File: config.mk
export PLATFORM = sky130hd
export DESIGN_NAME = pmt_div_cell
export DESIGN_NICKNAME = d
export VERILOG_FILES = /design/src/pmt_pkg.sv /design/src/pmt_div_cell.sv
export SDC_FILE = /design/constraint.sdc
export NUM_CORES = 1
export LEC_CHECK = 0
export ABC_AREA = 1
export BUFFER_PORTS_ARGS = -buffer_cell sky130_fd_sc_hd__clkbuf_2
export CORE_AREA = 2 2 177 179
export DETAILED_ROUTE_END_ITERATION = 6
export DIE_AREA = 0 0 179 181
export PLACE_DENSITY = 0.73
export SYNTH_ARGS = -nofsm -noshare
export SYNTH_HDL_FRONTEND = slang
export SYNTH_SLANG_ARGS = --single-unit
export TNS_END_PERCENT = 1
File: constraint.sdc
create_clock -name aclk -period 6.11 [get_ports aclk]
set_input_delay 0 -clock aclk [delete_from_list [all_inputs] [get_ports aclk]]
set_output_delay 0 -clock aclk [all_outputs]
set_load 0.1 [all_outputs]
File: src/pmt_pkg.sv
// ----------------------------------------------------------------------------
// pmt_pkg
// Types and codes shared by the planar move-toward step core and its cells.
// ----------------------------------------------------------------------------
package pmt_pkg;

    typedef enum logic {
        REG_DEFAULT_SPEED     = 1'b0,
        REG_ARRIVAL_THRESHOLD = 1'b1
    } pmt_reg_t;

    // payload riding along the square root chain
    typedef struct packed {
        logic               ok;
        logic               step_ok;
        logic signed [31:0] dx;
        logic signed [31:0] dz;
        logic        [32:0] step;
    } pmt_sq_pay_t;

    // square root working state
    typedef struct packed {
        logic [63:0] v;
        logic [31:0] root;
        logic [33:0] rem;
    } pmt_sq_st_t;

    // one divider lane
    typedef struct packed {
        logic [31:0] lo;
        logic [31:0] rem;
        logic [31:0] quo;
    } pmt_div_lane_t;

    typedef struct packed {
        logic          moved;
        logic          neg_x;
        logic          neg_z;
        logic [31:0]   dvsr;
        pmt_div_lane_t x;
        pmt_div_lane_t z;
    } pmt_div_t;

endpackage

File: src/pmt_div_cell.sv
// ----------------------------------------------------------------------------
// pmt_div_cell
// One quotient bit for both axes of the scaled translation.
// ----------------------------------------------------------------------------
module pmt_div_cell import pmt_pkg::*; (
    input  logic     aclk,
    input  logic     aresetn,
    input  logic     in_valid,
    output logic     in_ready,
    input  pmt_div_t in_d,
    output logic     out_valid,
    input  logic     out_ready,
    output pmt_div_t out_d
);

    logic     valid_reg;
    pmt_div_t d_reg;
    pmt_div_t d_next;
    logic     en;

    function automatic pmt_div_lane_t div_step(pmt_div_lane_t l, logic [31:0] dv);
        logic [32:0]   r2;
        pmt_div_lane_t o;
        r2   = {l.rem, l.lo[31]};
        o.lo = {l.lo[30:0], 1'b0};
        if (r2 >= {1'b0, dv}) begin
            o.rem = 32'(r2 - {1'b0, dv});
            o.quo = {l.quo[30:0], 1'b1};
        end else begin
            o.rem = r2[31:0];
            o.quo = {l.quo[30:0], 1'b0};
        end
        return o;
    endfunction

    assign en       = !valid_reg || out_ready;
    assign in_ready = en;

    always_comb begin
        d_next   = in_d;
        d_next.x = div_step(in_d.x, in_d.dvsr);
        d_next.z = div_step(in_d.z, in_d.dvsr);
    end

    always_ff @(posedge aclk) begin
        if (!aresetn) begin
            valid_reg <= 1'b0;
        end else if (en) begin
            valid_reg <= in_valid;
        end
        if (en) begin
            d_reg <= d_next;
        end
    end

    assign out_valid = valid_reg;
    assign out_d     = d_reg;

endmodule

==> summary.md <==
| Metric | Value |
|---|---|
| Status | completed |
| Antenna violations before repair | 7 |
| Row count | 64 |
| TritonCTS Buffers | 26 |
| Unrepaired setup endpoints after global routing | false |
| Most used cell, CP | sky130_fd_sc_hd__nand2_1 |
| Cell chosen for the clock root | sky130_fd_sc_hd__clkbuf_16 |
| Most common library cells after synthesis | sky130_fd_sc_hd__nand2_1 (547), sky130_fd_sc_hd__inv_1 (273), sky130_fd_sc_hd__edfxtp_1 (225) |
| Multi-input gate area | 5130 sq um |
| Share of async-settable or async-resettable flops after synthesis | 0 |
| Setup violation total in the final timing report | 0 |
| Die Y | 181 microns |
| Clock tree from TritonCTS | yes |
| Die extent in x | 179 microns |
| Worst r2r src | out_valid$_SDFFE_PN0P_ |
| Worst setup margin | 3380 ps |
| Count of cells along the worst register-to-register path | 2 |
| Overall power after layout | 5.78 mW |
| Largest net degree at the start of global routing | 142 |
| Uppermost signal routing layer after detailed routing | met4 |
| CP Depth | 14 |
| Main flop type after synthesis | sky130_fd_sc_hd__edfxtp_1 |
| Peak fanout along the critical path | 35 |
| Dpl cell area | 15800 sq um |
| Critical Path Start Type | primary input |
| Number of filler cells placed in the layout | 2555 |
| Via count of the first global-routing pass | 12800 |
| Clock slew seen by the registers of the worst setup and hold paths | 70 ps |
| Transition at the pin with the smallest max-transition slack | 875 ps |
| Layout net count | 2496 |
| Data arrival at the endpoint of the critical path | 3020 ps |
| Top Ports | 460 |
| Worst setup path endpoint | out_d[55]$_DFFE_PP_ |
| Number of DRC markers in iteration 0 | 783 |
| Final period util | 0.447 |
| Worst setup slack for register-to-register paths | 4100 ps |
| CTS sink cnt | 226 |
| Final cell count without fillers | 2621 |
| Total via count in the routed design | 12800 |
| DRC violation count after routing | 0 |
| Library cell contributing the largest single delay on the critical path | sky130_fd_sc_hd__nor2_4 |
| Final ANT Viol Nets | 0 |
| Length of routed met3 wiring | 3740 microns |
| Maximum VDD drop | 0.255 mV |
| Largest cells by area after synthesis | sky130_fd_sc_hd__edfxtp_1 (52%), sky130_fd_sc_hd__nand2_1 (16%), sky130_fd_sc_hd__inv_1 (7.8%), sky130_fd_sc_hd__ha_1 (6.1%), sky130_fd_sc_hd__nand3_1 (4.0%) |
| Gate count after technology mapping | 1510 |
| Share of the synthesized area in the top cell type | 0.516 |
| Crit path required time | 6400 ps |
| Post-DR vias/cell | 4.87 |
| Class of the tightest hold or removal check | in2reg |
| CP startpoint | in_d[220] |
| Delay of the slowest critical-path stage | 690 ps |
| Layout Area Growth over Synthesis | 44.2% |
| WL/cell | 18.9 microns |
| Final WL | 49500 microns |
| P per Cell Area | 306 nW/um^2 |
| Setup TNS | 0 ps |
| Clk_lat worst skew | 540 ps |
| Count of different cell masters after synthesis | 33 |
| Post-synth EDFFs | 225 |
| GR Util All Layers | 0.297 |
| Number of register bits inferred by synthesis | 226 |
| Worst setup slack after placement | 3370 ps |
| Clock Skew | 7.15 ps |
| Placed cell count | 2342 |
| Post-route minimum period | 2730 ps |
| Critical path, cell by cell | dlygate4sd3_1 -> clkbuf_2 -> inv_1 -> ha_1 -> nand2_2 -> inv_2 -> nand2_1 -> nand3_1 -> a21oi_1 -> nand2_1 -> nor2_4 -> nand2_8 -> nand3_2 -> nand2_1 |
| Classification of the worst setup path | in2reg |
| CTS-repair resized insts | 0 |
| Routed met1 length | 18800 microns |
| Register area | 6780 sq um |
| Number of violations of the max-capacitance limit | 0 |
| Leak | 9.81 nW |
| CP Buf/Inv Count | 4 |
| Post-layout utilization of the core | 0.623 |
| Final global-route overflow total | 0 |
| Layout Cell Area excl Fill | 18900 sq um |
| Sum of net half-perimeters after detailed placement | 37100 microns |
| Total of buffers placed on input and output ports | 455 |
| Max-slew violation total from the final report | 0 |
| Worst hold slack after final layout | 175 ps |
| Share of final-layout standard cells stronger than drive strength 1 | 0.257 |
| Endpoint of the worst-slack reg-to-reg timing path | out_d[195]$_DFFE_PP_ |
| DR pass1 iterations | 7 |
| Library cell occupying the most area in the post-synthesis netlist | sky130_fd_sc_hd__edfxtp_1 |
| First-pass GRT wire length | 72200 microns |
| Kind of cell with the highest combined delay on the critical path | simple AND/OR/NAND/NOR gates |
| Total number of yosys warnings | 0 |
| Timing-limited maximum frequency | 366 MHz |
| Clock tree buffer depth | 3 |
| Post-CTS setup-driven buffer insertion count | 0 |
| Avg Inst Size Synth | 8.68 sq um |
| Final number of hold-violating endpoints | 0 |
| Sequential fraction of the synthesis area | 0.517 |
| CP Capture Type | register |
| Core Box Area | 30300 sq um |
| Initial Util | 0.432 |
| Headroom to the max-slew limit | 0.415 |
| GPL Wtd Cong | 0.900 |
| Total Die Area | 32400 sq um |
| Netlist area before placement | 13100 sq um |
| Routed met2 length | 24200 microns |
| Count of H-tree levels built during CTS | 1 |
| Cell with the most instances after synthesis | sky130_fd_sc_hd__nand2_1 |
-- layer usage --
| layer | vias to the layer above | global-route usage |
|---|---|---|
| li1 | 6205 | - |
| met3 | 138 | 0.0627 |
| met5 | - | 0 |
| met1 | 5891 | 0.339 |
| met2 | 539 | 0.524 |
| met4 | 0 | 0.141 |
-- layout make-up --
class | count | area share
diodes | 7 | 0.000927
clock buffers | 31 | 0.0366
clock inverters | 16 | 0.00934
inverters | 280 | 0.0556
multi-input cells | 983 | 0.271
flip-flops and latches | 226 | 0.359
well taps | 396 | 0.0262
repair buffers | 682 | 0.241
-- flip-flops by register name, summed over array words and instances, names as in the netlist --
signal	flops
out_valid	1
out_d	225
-- logic make-up (layout without fill, tap and decap cells) --
family,after synthesis,after routing,synth area share
compound gates,49,49,0.0199
xor+xnor,29,29,0.0194
fa+ha+maj,66,66,0.0642
buf+inv,302,1009,0.0930
flops,226,226,0.517
other cells,1,9,0.000286
simple gates,837,837,0.286
-- power breakdown --
part | internal, mW | switching, mW
logic | 0.449 | 1.78
registers | 1.90 | 0.0504
clock network | 0.936 | 0.664
total | 3.29 | 2.49
-- worst min-delay path by stage --
| stage | end | from | cells after the start | slack [ps] |
|---|---|---|---|---|
| 6_report | out_d[225]$_DFFE_PP_ | in_d[225] | 2 | 180 |
| 5_1_grt | out_d[68]$_DFFE_PP_ | in_d[67] | 2 | 170 |
| 4_1_cts | out_d[26]$_DFFE_PP_ | in_d[25] | 2 | 160 |
| 3_5_place_dp | out_d[120]$_DFFE_PP_ | in_d[119] | 1 | 180 |
| 3_3_place_gp | out_d[167]$_DFFE_PP_ | in_d[166] | 1 | 180 |
| 2_1_floorplan | out_d[100]$_DFFE_PP_ | in_d[99] | 0 | 100 |
-- what timing repair did --
action,CTS,global route
setup endpoints to repair,0,0
hold endpoints to repair,224,0
hold buffers,225,0
-- layout by cell type, fill, tap and decap left out, drive strengths merged, types with 4 or more instances in the layout --
| master | Yosys | layout |
|---|---|---|
| nand3 | 135 | 135 |
| nand4 | 4 | 4 |
| clkbuf | 0 | 486 |
| edfxtp | 225 | 225 |
| inv | 280 | 280 |
| nor3 | 21 | 21 |
| nor2 | 84 | 84 |
| a21oi | 39 | 39 |
| nand3b | 20 | 20 |
| xor2 | 27 | 27 |
| ha | 64 | 64 |
| dlygate4sd3 | 0 | 225 |
| clkinv | 0 | 10 |
| diode | 0 | 7 |
| nand2 | 560 | 560 |
| and2 | 13 | 13 |
| o21ai | 4 | 4 |
No activity file was read; power rests on OpenSTA's default activity.
