===== config.mk =====
export PLATFORM = sky130hd
export DESIGN_NAME = pmt_sqrt_cell
export DESIGN_NICKNAME = d
export VERILOG_FILES = /design/src/pmt_pkg.sv /design/src/pmt_sqrt_cell.sv
export SDC_FILE = /design/constraint.sdc
export NUM_CORES = 1
export LEC_CHECK = 0
export BUFFER_PORTS_ARGS = -buffer_cell sky130_fd_sc_hd__buf_2
export CORE_AREA = 2 2 179 181
export DETAILED_ROUTE_END_ITERATION = 12
export DIE_AREA = 0 0 181 183
export HOLD_SLACK_MARGIN = 0.15
export SETUP_SLACK_MARGIN = 0.1
export SKIP_CTS_REPAIR_TIMING = 1
export SLEW_MARGIN = 15
export SYNTH_ARGS = -nofsm -noshare
export SYNTH_HDL_FRONTEND = slang
export SYNTH_SLANG_ARGS = --single-unit

===== constraint.sdc =====
create_clock -name aclk -period 8.5 [get_ports aclk]
set_input_delay 1.275 -clock aclk [delete_from_list [all_inputs] [get_ports aclk]]
set_output_delay 1.275 -clock aclk [all_outputs]
set_load 0.05 [all_outputs]

===== src/pmt_pkg.sv =====
// ----------------------------------------------------------------------------
// pmt_pkg
// Types and codes shared by the planar move-toward step core and its cells.
// ----------------------------------------------------------------------------
package pmt_pkg;

    typedef enum logic {
        REG_DEFAULT_SPEED     = 1'b0,
        REG_ARRIVAL_THRESHOLD = 1'b1
    } pmt_reg_t;

    // payload riding along the square root chain
    typedef struct packed {
        logic               ok;
        logic               step_ok;
        logic signed [31:0] dx;
        logic signed [31:0] dz;
        logic        [32:0] step;
    } pmt_sq_pay_t;

    // square root working state
    typedef struct packed {
        logic [63:0] v;
        logic [31:0] root;
        logic [33:0] rem;
    } pmt_sq_st_t;

    // one divider lane
    typedef struct packed {
        logic [31:0] lo;
        logic [31:0] rem;
        logic [31:0] quo;
    } pmt_div_lane_t;

    typedef struct packed {
        logic          moved;
        logic          neg_x;
        logic          neg_z;
        logic [31:0]   dvsr;
        pmt_div_lane_t x;
        pmt_div_lane_t z;
    } pmt_div_t;

endpackage


===== src/pmt_sqrt_cell.sv =====
// ----------------------------------------------------------------------------
// pmt_sqrt_cell
// One root bit of the planar distance: consumes two radicand bits per cell.
// ----------------------------------------------------------------------------
module pmt_sqrt_cell import pmt_pkg::*; (
    input  logic        aclk,
    input  logic        aresetn,
    input  logic        in_valid,
    output logic        in_ready,
    input  pmt_sq_st_t  in_st,
    input  pmt_sq_pay_t in_pay,
    output logic        out_valid,
    input  logic        out_ready,
    output pmt_sq_st_t  out_st,
    output pmt_sq_pay_t out_pay
);

    logic        valid_reg;
    pmt_sq_st_t  st_reg;
    pmt_sq_st_t  st_next;
    pmt_sq_pay_t pay_reg;
    logic [35:0] rem_sh;
    logic [35:0] trial;
    logic        en;

    assign en       = !valid_reg || out_ready;
    assign in_ready = en;

    always_comb begin
        rem_sh    = {in_st.rem, in_st.v[63:62]};
        trial     = {2'b00, in_st.root, 2'b01};
        st_next.v = {in_st.v[61:0], 2'b00};
        if (rem_sh >= trial) begin
            st_next.rem  = 34'(rem_sh - trial);
            st_next.root = {in_st.root[30:0], 1'b1};
        end else begin
            st_next.rem  = rem_sh[33:0];
            st_next.root = {in_st.root[30:0], 1'b0};
        end
    end

    always_ff @(posedge aclk) begin
        if (!aresetn) begin
            valid_reg <= 1'b0;
        end else if (en) begin
            valid_reg <= in_valid;
        end
        if (en) begin
            st_reg  <= st_next;
            pay_reg <= in_pay;
        end
    end

    assign out_valid = valid_reg;
    assign out_st    = st_reg;
    assign out_pay   = pay_reg;

endmodule


==> results by group, run 1 <==
Logic synthesis
  • Mean Syn Cell Area: 16.0 um2
  • Warning count from the yosys run: 0
  • Post-synthesis cell type count: 53
  • Top-count cell post-synth: edfxtp_1
  • Share of the synthesized area in the top cell type: 0.732
  • Mapped cell area: 9320 um2
  • Cell taking the most area after synthesis: edfxtp_1
  • Post-synth top cells: 227 x edfxtp_1, 43 x inv_1, 34 x ha_1
  • Post-synth EDFFs: 227
  • Sequential fraction of the synthesis area: 0.734
  • Synthesized flop and latch total: 228
  • Post-synthesis async set-or-reset flop share: 0
  • Synth area leaders: edfxtp_1 73%, ha_1 4.6%, mux2_4 2.7%
  • Top_reg_cell synth: edfxtp_1
  • Post-Syn Instances: 581

STA
  • Fin Setup TNS: 0 ps
  • Fmax achieved: 0.231 GHz
  • Period utilization: 0.509
  • Unrepaired setup endpoints after global routing: false
  • Setup-failing EPs final: 0
  • Slew at the pin with the worst max-slew slack: 980 ps
  • Slew headroom: 0.347
  • Fin. Hold Viols: 0
  • Minimum clock period: 4320 ps
  • Post-route setup slack: 4180 ps
  • Max-slew violations: 0
  • Final Skew: 15.8 ps

Drt
  • Final ANT Viol Nets: 0
  • Total routed wirelength: 31800 um
  • First-pass detailed-route iteration total: 5
  • DRC viols: 0
  • Wirelength per Cell: 21.3 um
  • Vias per std cell: 4.62
  • DR vias: 6869
  • Drt first-iter violations: 395

Pwr
  • Leak Pwr: 0.00586 uW
  • Combinational share of power: 0.229
  • Power Dens Cells: 255 nW/um2
  • Flop pwr share: 0.417
  • Peak supply drop: 0.124 mV
  • Pint: 2260 uW
  • Clock Power Share: 0.354
  • Sw Pwr: 1050 uW
  • Switching share of power: 0.317

CTS
  • Num CTS Buffers: 27
  • CTS tree: done
  • Clk root buf: clkbuf_16
  • Num Clock Sinks: 228
  • H-Tree Depth: 1
  • Clk pin slew, worst setup/hold paths: 60 ps
  • Max Root-Sink Buffers: 3
  • Clock latency on the worst-skew pair: 530 ps

Cells and area
  • Area grow syn2layout: 39.5%
  • Layout cell share with drive strength beyond 1: 0.496
  • Layout net count: 1329
  • Final Core Density: 0.416

Floorplan
  • Top Ports: 464
  • Starting Density: 0.298
  • Die Span X: 181 um
  • Core Rows: 65
  • Core area: 31200 um2
  • Die ar.: 33100 um2
  • Die span in y: 183 um

Critical path
  • WP data arrival: 4590 ps
  • CP endpoint kind: flip-flop
  • CP startpoint: in_st[51]
  • Critical path class: input port to flip-flop
  • Crit-path max FO: 25
  • Worst Path Required: 8770 ps
  • Worst r2r src: out_valid
  • Startpoint Class: input port

Place
  • RD Place Congestion: 0.826
  • HPWL after detailed placement: 24900 um
  • Post-placement setup slack: 3660 ps
  • PortBufs: 461

Run status
  • Status: completed

Global routing
  • Global-route wire length before repair: 44500 um
  • Initial antenna violation count: 16
  • Largest net degree at the start of global routing: 78
  • Remaining global-route overflow: 0
  • GRT Util Overall: 0.180
  • Vias in the first global route: 6879

Worst hold path
  • Hold Startpoint: in_pay[76]
  • HP Class: input port to flip-flop

Run
  • Max Cap Viol: 0
## cell type report
class / count / area [um2]
timing repair buffer: 466 / 2340
multi-input combinational: 295 / 2240
antenna: 5 / 12.5
tap: 402 / 503
clock inverter: 15 / 194
inverter: 44 / 168
sequential: 228 / 6840
fill: 2960 / 18200
clock buffer: 33 / 698
## layer usage
metal,vias up,global-route usage,share of wire
met1,3331,0.209,0.38
met2,292,0.320,0.50
met3,55,0.0633,0.089
met5,-,0,0.0021
li1,3179,-,-
met4,12,0.0407,0.019
## kinds of logic (layout without fill, tap and decap cells)
group,Yosys count,after routing,share of synthesized area
AO/OA/AOI/OAI,109,109,0.0770
XOR/XNOR,26,26,0.0244
adder cells (fa/ha/maj),34,34,0.0457
buffers and inverters,59,558,0.0281
flip-flops,228,228,0.734
multiplexers,25,25,0.0367
other,1,7,0.000403
AND/OR/NAND/NOR,99,99,0.0540
## final timing paths
kind                               endpoint  slack, ps  cells past startpoint
worst max-delay path             out_st[21]       4180                     13
worst min-delay path            out_pay[76]        920                      1
worst min register to register  out_pay[34]       1040                      1
worst max register to register    out_st[6]       5770                      3
## power groups by stage
stage	Clock [uW]	Combinational, uW	Sequential, uW
3_5_place_dp	0	764	1410
6_report	1170	759	1380
4_1_cts	1210	766	1380
3_3_place_gp	0	759	1410
2_1_floorplan	0	184	1780
5_1_grt	1250	795	1390
## cell usage in the layout (no fill, tap or decap), drive strengths merged, types with 4 or more instances in the layout
cell type	Yosys	layout
a21o	12	12
a21oi	33	33
and2	4	4
and3	5	5
buf	6	466
bufinv	0	4
clkbuf	9	33
clkinv	0	9
diode	0	5
edfxtp	227	227
ha	34	34
inv	44	45
mux2	22	22
nand2	23	23
nand3	16	16
nand4	7	7
nor2	17	17
nor2b	4	4
nor3	7	7
o21a	10	10
o21ai	19	19
o21bai	7	7
o31ai	4	4
or3	4	4
xnor2	17	17
xor2	9	9
## registers in the layout (all words and copies together), names as in the netlist
name	count
out_st	128
out_valid	1
out_pay	99
## stage by stage
stage	total power, uW	instances	instance area, um2	hold slack [ps]
after global routing	3440	1483	13000	885
after floorplan	1960	582	9320	1370
after detailed placement	2170	1435	12100	1090
after CTS	3360	1483	13000	886
final	3320	1488	13000	915
after global placement	2170	1435	12100	1090
## worst max-delay path, stage by stage
cell	delay, ps
buf_2	100
inv_1	50
ha_1	360
a21o_1	230
a21o_1	200
o22a_1	240
a311o_1	380
nor2b_1	160
o311ai_2	200
buf_4	230
and2_1	460
inv_4	310
mux2_4	380
No activity file was read; power rests on OpenSTA's default activity.
==> inputs of run 2 (changes only) <==
==> constraint.sdc (replaced) <==
create_clock -name aclk -period 4.3 [get_ports aclk]
set_input_delay 0.645 -clock aclk [delete_from_list [all_inputs] [get_ports aclk]]
set_output_delay 0.645 -clock aclk [all_outputs]
set_load 0.05 [all_outputs]
==> run 2 against run 1 <==
Die area did not move. Combinational power rose by 98%. Register-to-register slack got worse by 3400 ps. Sequential cell count did not move. Clock power rose by 87%. Total power rose by 94%. Highest routed layer unchanged.
==> results by group, run 2 (same netlist as run 1, synthesis figures left out) <==
Run status
  • Status: completed

STA
  • Fin Setup TNS: 0 ps (unchanged)
  • Minimum clock period: 3180 ps
  • Slew at the pin with the worst max-slew slack: 833 ps (-147 ps)
  • Hold_ws: 293 ps (-622 ps)
  • Slew headroom: 0.445 (+0.0980)
  • Fmax achieved: 0.314 GHz
  • Max-slew violations: 0 (unchanged)
  • Fin. Hold Viols: 0 (unchanged)
  • Period utilization: 0.740
  • Final Skew: 9.96 ps (-5.80 ps)
  • Unrepaired setup endpoints after global routing: false
  • Post-route setup slack: 1120 ps (-3060 ps)
  • Setup-failing EPs final: 0 (unchanged)

Global routing
  • Global-route wire length before repair: 44100 um (-0.84%)
  • Largest net degree at the start of global routing: 148 (+90%)
  • Remaining global-route overflow: 0 (unchanged)
  • GRT Util Overall: 0.180 (about the same)
  • Initial antenna violation count: 7 (-9)
  • Vias in the first global route: 6687 (-2.8%)

Critical path
  • Crit-path max FO: 25 (unchanged)
  • Worst r2r src: out_valid
  • Worst Path Required: 4570 ps (-4200 ps)
  • Crit-path leading delay family: simple AND/OR/NAND/NOR gates
  • Startpoint Class: input port
  • CP startpoint: in_st[54]
  • Critical Path Max Stage Delay: 410 ps (-50 ps)
  • CP max stage cell: ha_1
  • CP cell instances: buf_2, inv_1, ha_1, and4_1, and2_1, nand4_1, or3_1, a21oi_1, o311ai_2, and2_1, inv_4, mux2_2
  • Critical path class: input port to flip-flop
  • Buffers & Inverters on Critical Path: 3 (-1)
  • WP data arrival: 3450 ps (-1140 ps)
  • CP endpoint kind: flip-flop
  • Cell mode on critical path: and2_1

Cells and area
  • Commonest non-fill, non-tap cell in the layout: buf_2
  • Largest register FFs: 128 (unchanged)
  • Layout cell share with drive strength beyond 1: 0.492 (-0.00420)
  • Area grow syn2layout: 38.8%
  • Commonest cells after routing, fill and taps aside: 461 x buf_2, 227 x edfxtp_1, 43 x inv_1
  • Layout net count: 1329 (unchanged)

Pwr
  • Power Dens Cells: 497 nW/um2 (+95%)
  • Leak Pwr: 0.00583 uW (-0.46%)
  • Peak supply drop: 0.341 mV (+180%)
  • Design Power: 6420 uW (+94%)

Floorplan
  • Die ar.: 33100 um2 (unchanged)
  • Core Rows: 65 (unchanged)
  • Top Ports: 464 (unchanged)
  • Die span in y: 183 um (unchanged)
  • Die Span X: 181 um (unchanged)
  • Starting Density: 0.298 (unchanged)
  • Core area: 31200 um2 (unchanged)

Drt
  • First-pass detailed-route iteration total: 4 (-1)
  • Total routed wirelength: 31300 um (-1.3%)
  • DRC viols: 0 (unchanged)
  • Vias per std cell: 4.60 (-0.43%)
  • Final ANT Viol Nets: 0 (unchanged)
  • DR vias: 6803 (-0.96%)
  • Drt first-iter violations: 474 (+20%)
  • Wirelength per Cell: 21.2 um (-0.74%)

CTS
  • Clk root buf: clkbuf_16
  • CTS tree: done
  • Max Root-Sink Buffers: 3 (unchanged)
  • Num Clock Sinks: 228 (unchanged)
  • H-Tree Depth: 1 (unchanged)
  • Num CTS Buffers: 27 (unchanged)
  • Clock latency on the worst-skew pair: 520 ps (about the same)
  • Clk pin slew, worst setup/hold paths: 60 ps (about the same)

Place
  • HPWL after detailed placement: 24500 um (-1.8%)
  • PortBufs: 461 (unchanged)
  • Post-placement setup slack: 583 ps (-3080 ps)
  • RD Place Congestion: 0.864 (+4.6%)

Worst hold path
  • Hold Startpoint: in_st[70]
  • HP Class: input port to flip-flop

Run
  • Max Cap Viol: 0 (unchanged)
-- run 2: cell count changes in the layout (fill, tap and decap cells not counted) --
cell       previous run  this run
buf_4                 5         4
clkinv_4              4         1
clkinv_2              3         0
diode_2               5         2
clkbuf_1              6         3
bufinv_16             4         3
clkinv_1              2         7
buf_12                0         1
-- run 2: per-layer routing --
metal / global-route usage / up-vias / routed length, um
li1: - / 3164 / -
met1: 0.213 / 3294 / 12200
met2: 0.318 / 291 / 15900
met3: 0.0574 / 44 / 2640
met4: 0.0436 / 10 / 612
met5: 0 / - / 73
-- run 2: layout make-up --
| class | instances | area, um2 |
|---|---|---|
| diodes | 2 | 5.00 |
| well taps | 402 | 503 |
| inverters | 44 | 168 |
| clock buffers | 30 | 687 |
| flip-flops and latches | 228 | 6840 |
| fillers | 3014 | 18300 |
| clock inverters | 13 | 141 |
| multi-input cells | 295 | 2240 |
| repair buffers | 466 | 2360 |
-- run 2: worst reg2reg max path: stages (launching register included) --
cell and delay [ps]:
dfxtp_1 330, nand2b_4 460, buf_12 640
-- run 2: final timing paths --
path | endpoint | slack, ps | depth (start not counted)
hold reg to reg | out_st[114] | 1010 | 1
hold / removal | out_st[72] | 290 | 1
setup reg to reg | out_pay[87] | 2330 | 2
setup / recovery | out_st[4] | 1120 | 12
-- run 2: per-stage QoR --
step,std cells,util,instance area [um2]
after floorplan,582,-,9330
after global placement,1435,0.387,12100
after detailed placement,1435,0.387,12100
after CTS,1478,0.414,12900
after global routing,1478,0.414,12900
final,1480,0.414,12900
-- run 2: report_power, final --
part,internal (uW),total [uW],switching [uW]
clock network,1310,2190,878
logic,398,1500,1100
registers,2680,2730,51.4
==> inputs of run 3 (changes only) <==
--- a/config.mk
+++ b/config.mk
@@ -6,9 +6,9 @@
 export NUM_CORES = 1
 export LEC_CHECK = 0
 export BUFFER_PORTS_ARGS = -buffer_cell sky130_fd_sc_hd__buf_2
-export CORE_AREA = 2 2 179 181
+export CORE_AREA = 2 2 181 183
 export DETAILED_ROUTE_END_ITERATION = 12
-export DIE_AREA = 0 0 181 183
+export DIE_AREA = 0 0 183 185
 export HOLD_SLACK_MARGIN = 0.15
 export SETUP_SLACK_MARGIN = 0.1
 export SKIP_CTS_REPAIR_TIMING = 1
==> constraint.sdc (replaced) <==
create_clock -name aclk -period 2.89 [get_ports aclk]
set_input_delay 0.4335 -clock aclk [delete_from_list [all_inputs] [get_ports aclk]]
set_output_delay 0.4335 -clock aclk [all_outputs]
set_load 0.05 [all_outputs]
==> run 3 against run 2 <==
Non-clock buffer count increased by 285. Critical path depth unchanged. Utilization increased by 7.6 points. Design area increased by 21%. Count of clock-buffer cells in the layout increased by 3. Via count increased by 18%. Clock skew decreased by 1.9 ps. Sequential share of layout area decreased by 9.3 points. Largest cell class unchanged. Largest power group unchanged.
==> results by group, run 3 (same netlist as run 1, synthesis figures left out) <==
Critical path
  • Critical Path Max Stage Delay: 360 ps (-50 ps)
  • CP startpoint: in_st[18]
  • Worst Path Required: 3170 ps (-1400 ps)
  • Crit-path leading delay family: compound AO/OA/AOI/OAI gates
  • CP max stage cell: ha_1
  • Worst r2r src: out_valid
  • Critical path class: input port to flip-flop
  • CP endpoint kind: flip-flop
  • WP data arrival: 2940 ps (-510 ps)
  • Buffers & Inverters on Critical Path: 3 (unchanged)
  • Startpoint Class: input port
  • Crit-path max FO: 12 (-52%)
  • CP cell instances: buf_2, ha_1, buf_4, nand3_1, o21ai_1, o22a_1, a311o_1, nor2b_4, o311ai_2, and2_4, clkinv_8, mux2_4

Floorplan
  • Core area: 32000 um2 (+2.6%)
  • Core Rows: 66 (+1.5%)
  • Die Span X: 183 um (+1.1%)
  • Starting Density: 0.291 (-0.00755)
  • Top Ports: 464 (unchanged)
  • Die span in y: 185 um (+1.1%)
  • Die ar.: 33900 um2 (+2.2%)

Global routing
  • Initial antenna violation count: 6 (-1)
  • Remaining global-route overflow: 0 (unchanged)
  • Largest net degree at the start of global routing: 78 (-47%)
  • Vias in the first global route: 7155 (+7.0%)
  • GRT Util Overall: 0.179 (-0.00108)
  • Global-route wire length before repair: 44900 um (+1.8%)

Drt
  • Vias per std cell: 4.52 (-1.7%)
  • Total routed wirelength: 35700 um (+14%)
  • First-pass detailed-route iteration total: 7 (+3)
  • DRC viols: 0 (unchanged)
  • Final ANT Viol Nets: 0 (unchanged)
  • DR vias: 8040 (+18%)
  • Drt first-iter violations: 411 (-13%)
  • Wirelength per Cell: 20.1 um (-5.2%)

STA
  • Post-route setup slack: 233 ps (-887 ps)
  • Final Skew: 8.02 ps (-1.94 ps)
  • Fmax achieved: 0.376 GHz
  • Max-slew violations: 0 (unchanged)
  • Fin. Hold Viols: 0 (unchanged)
  • Hold_ws: 197 ps (-96.4 ps)
  • Period utilization: 0.919
  • Setup-failing EPs final: 0 (unchanged)
  • Unrepaired setup endpoints after global routing: false
  • Minimum clock period: 2660 ps

Cells and area
  • Commonest non-fill, non-tap cell in the layout: buf_2
  • Fillers: 2839 (-5.8%)
  • FF/Latch Area: 6840 um2 (unchanged)
  • Largest register FFs: 128 (unchanged)
  • Multi-input gate area: 2290 um2 (+2.6%)
  • Layout cell share with drive strength beyond 1: 0.466 (-0.0260)
  • Post-Layout Cell Count: 1779 (+20%)
  • Commonest cells after routing, fill and taps aside: 461 x buf_2, 227 x edfxtp_1, 190 x dlygate4sd3_1
  • Layout net count: 1614 (+21%)
  • Area grow syn2layout: 68.4%

Run
  • Max Cap Viol: 0 (unchanged)

CTS
  • H-Tree Depth: 1 (unchanged)
  • Clk root buf: clkbuf_16
  • CTS tree: done
  • Clk pin slew, worst setup/hold paths: 60 ps (about the same)
  • Num CTS Buffers: 26 (-3.7%)
  • Num Clock Sinks: 228 (unchanged)
  • Clock latency on the worst-skew pair: 530 ps (about the same)
  • Max Root-Sink Buffers: 3 (unchanged)

Pwr
  • Power Dens Cells: 638 nW/um2 (+29%)
  • Peak supply drop: 0.408 mV (+19%)
  • Design Power: 10000 uW (+56%)
  • Leak Pwr: 0.00712 uW (+22%)

Place
  • RD Place Congestion: 0.880 (+1.9%)
  • Post-placement setup slack: -371 ps (-954 ps)
  • PortBufs: 461 (unchanged)
  • HPWL after detailed placement: 25200 um (+3.1%)
  • Cells after DPL: 1536 (+7.0%)

Worst hold path
  • HP Class: input port to flip-flop
  • Hold Startpoint: in_st[36]

Run status
  • Status: completed
==> run 3: layout make-up <==
type                            count  area share
Sequential cell                   228       0.436
Timing Repair Buffer              751       0.319
Multi-Input combinational cell    295       0.146
Clock buffer                       33      0.0445
Tap cell                          408      0.0325
Inverter                           44      0.0121
Clock inverter                     14     0.00901
Antenna cell                        5    0.000797
Timing Repair inverter              1    0.000558
==> run 3: worst reg2reg max path: stages (launching register included) <==
cell and delay [ps]:
dfxtp_1 390, nand2b_4 260, buf_12 280, a21boi_0 430
==> run 3: metal layers <==
layer | track usage | share of wire
met3 | 0.0570 | 0.073
met2 | 0.318 | 0.50
met4 | 0.0547 | 0.041
met1 | 0.205 | 0.38
met5 | 0 | 0.00036
==> run 3: path summary, 6_finish.rpt <==
kind                  to  cells after the start  slack [ps]
max            out_st[9]                     12         230
min           out_st[37]                      2         200
max reg2reg    out_valid                      3        1400
min reg2reg  out_st[110]                      1         890
==> run 3: power breakdown <==
part,switching [uW],leakage [uW],internal (uW),total [uW]
Sequential,88.7,0.00236,3990,4080
Combinational,1740,0.00435,896,2640
Clock,1330,0.000411,1960,3300
Total,3170,0.00712,6850,10000
==> run 3: per-stage QoR <==
stage                     cell area [um2]  utilization  setup TNS [ps]
after CTS                           13800        0.429               0
after detailed placement            12900        0.403          -10940
final                               15700        0.490               0
after global routing                15700        0.489               0
after floorplan                      9420            -           -3470
after global placement              12900        0.403           -9890
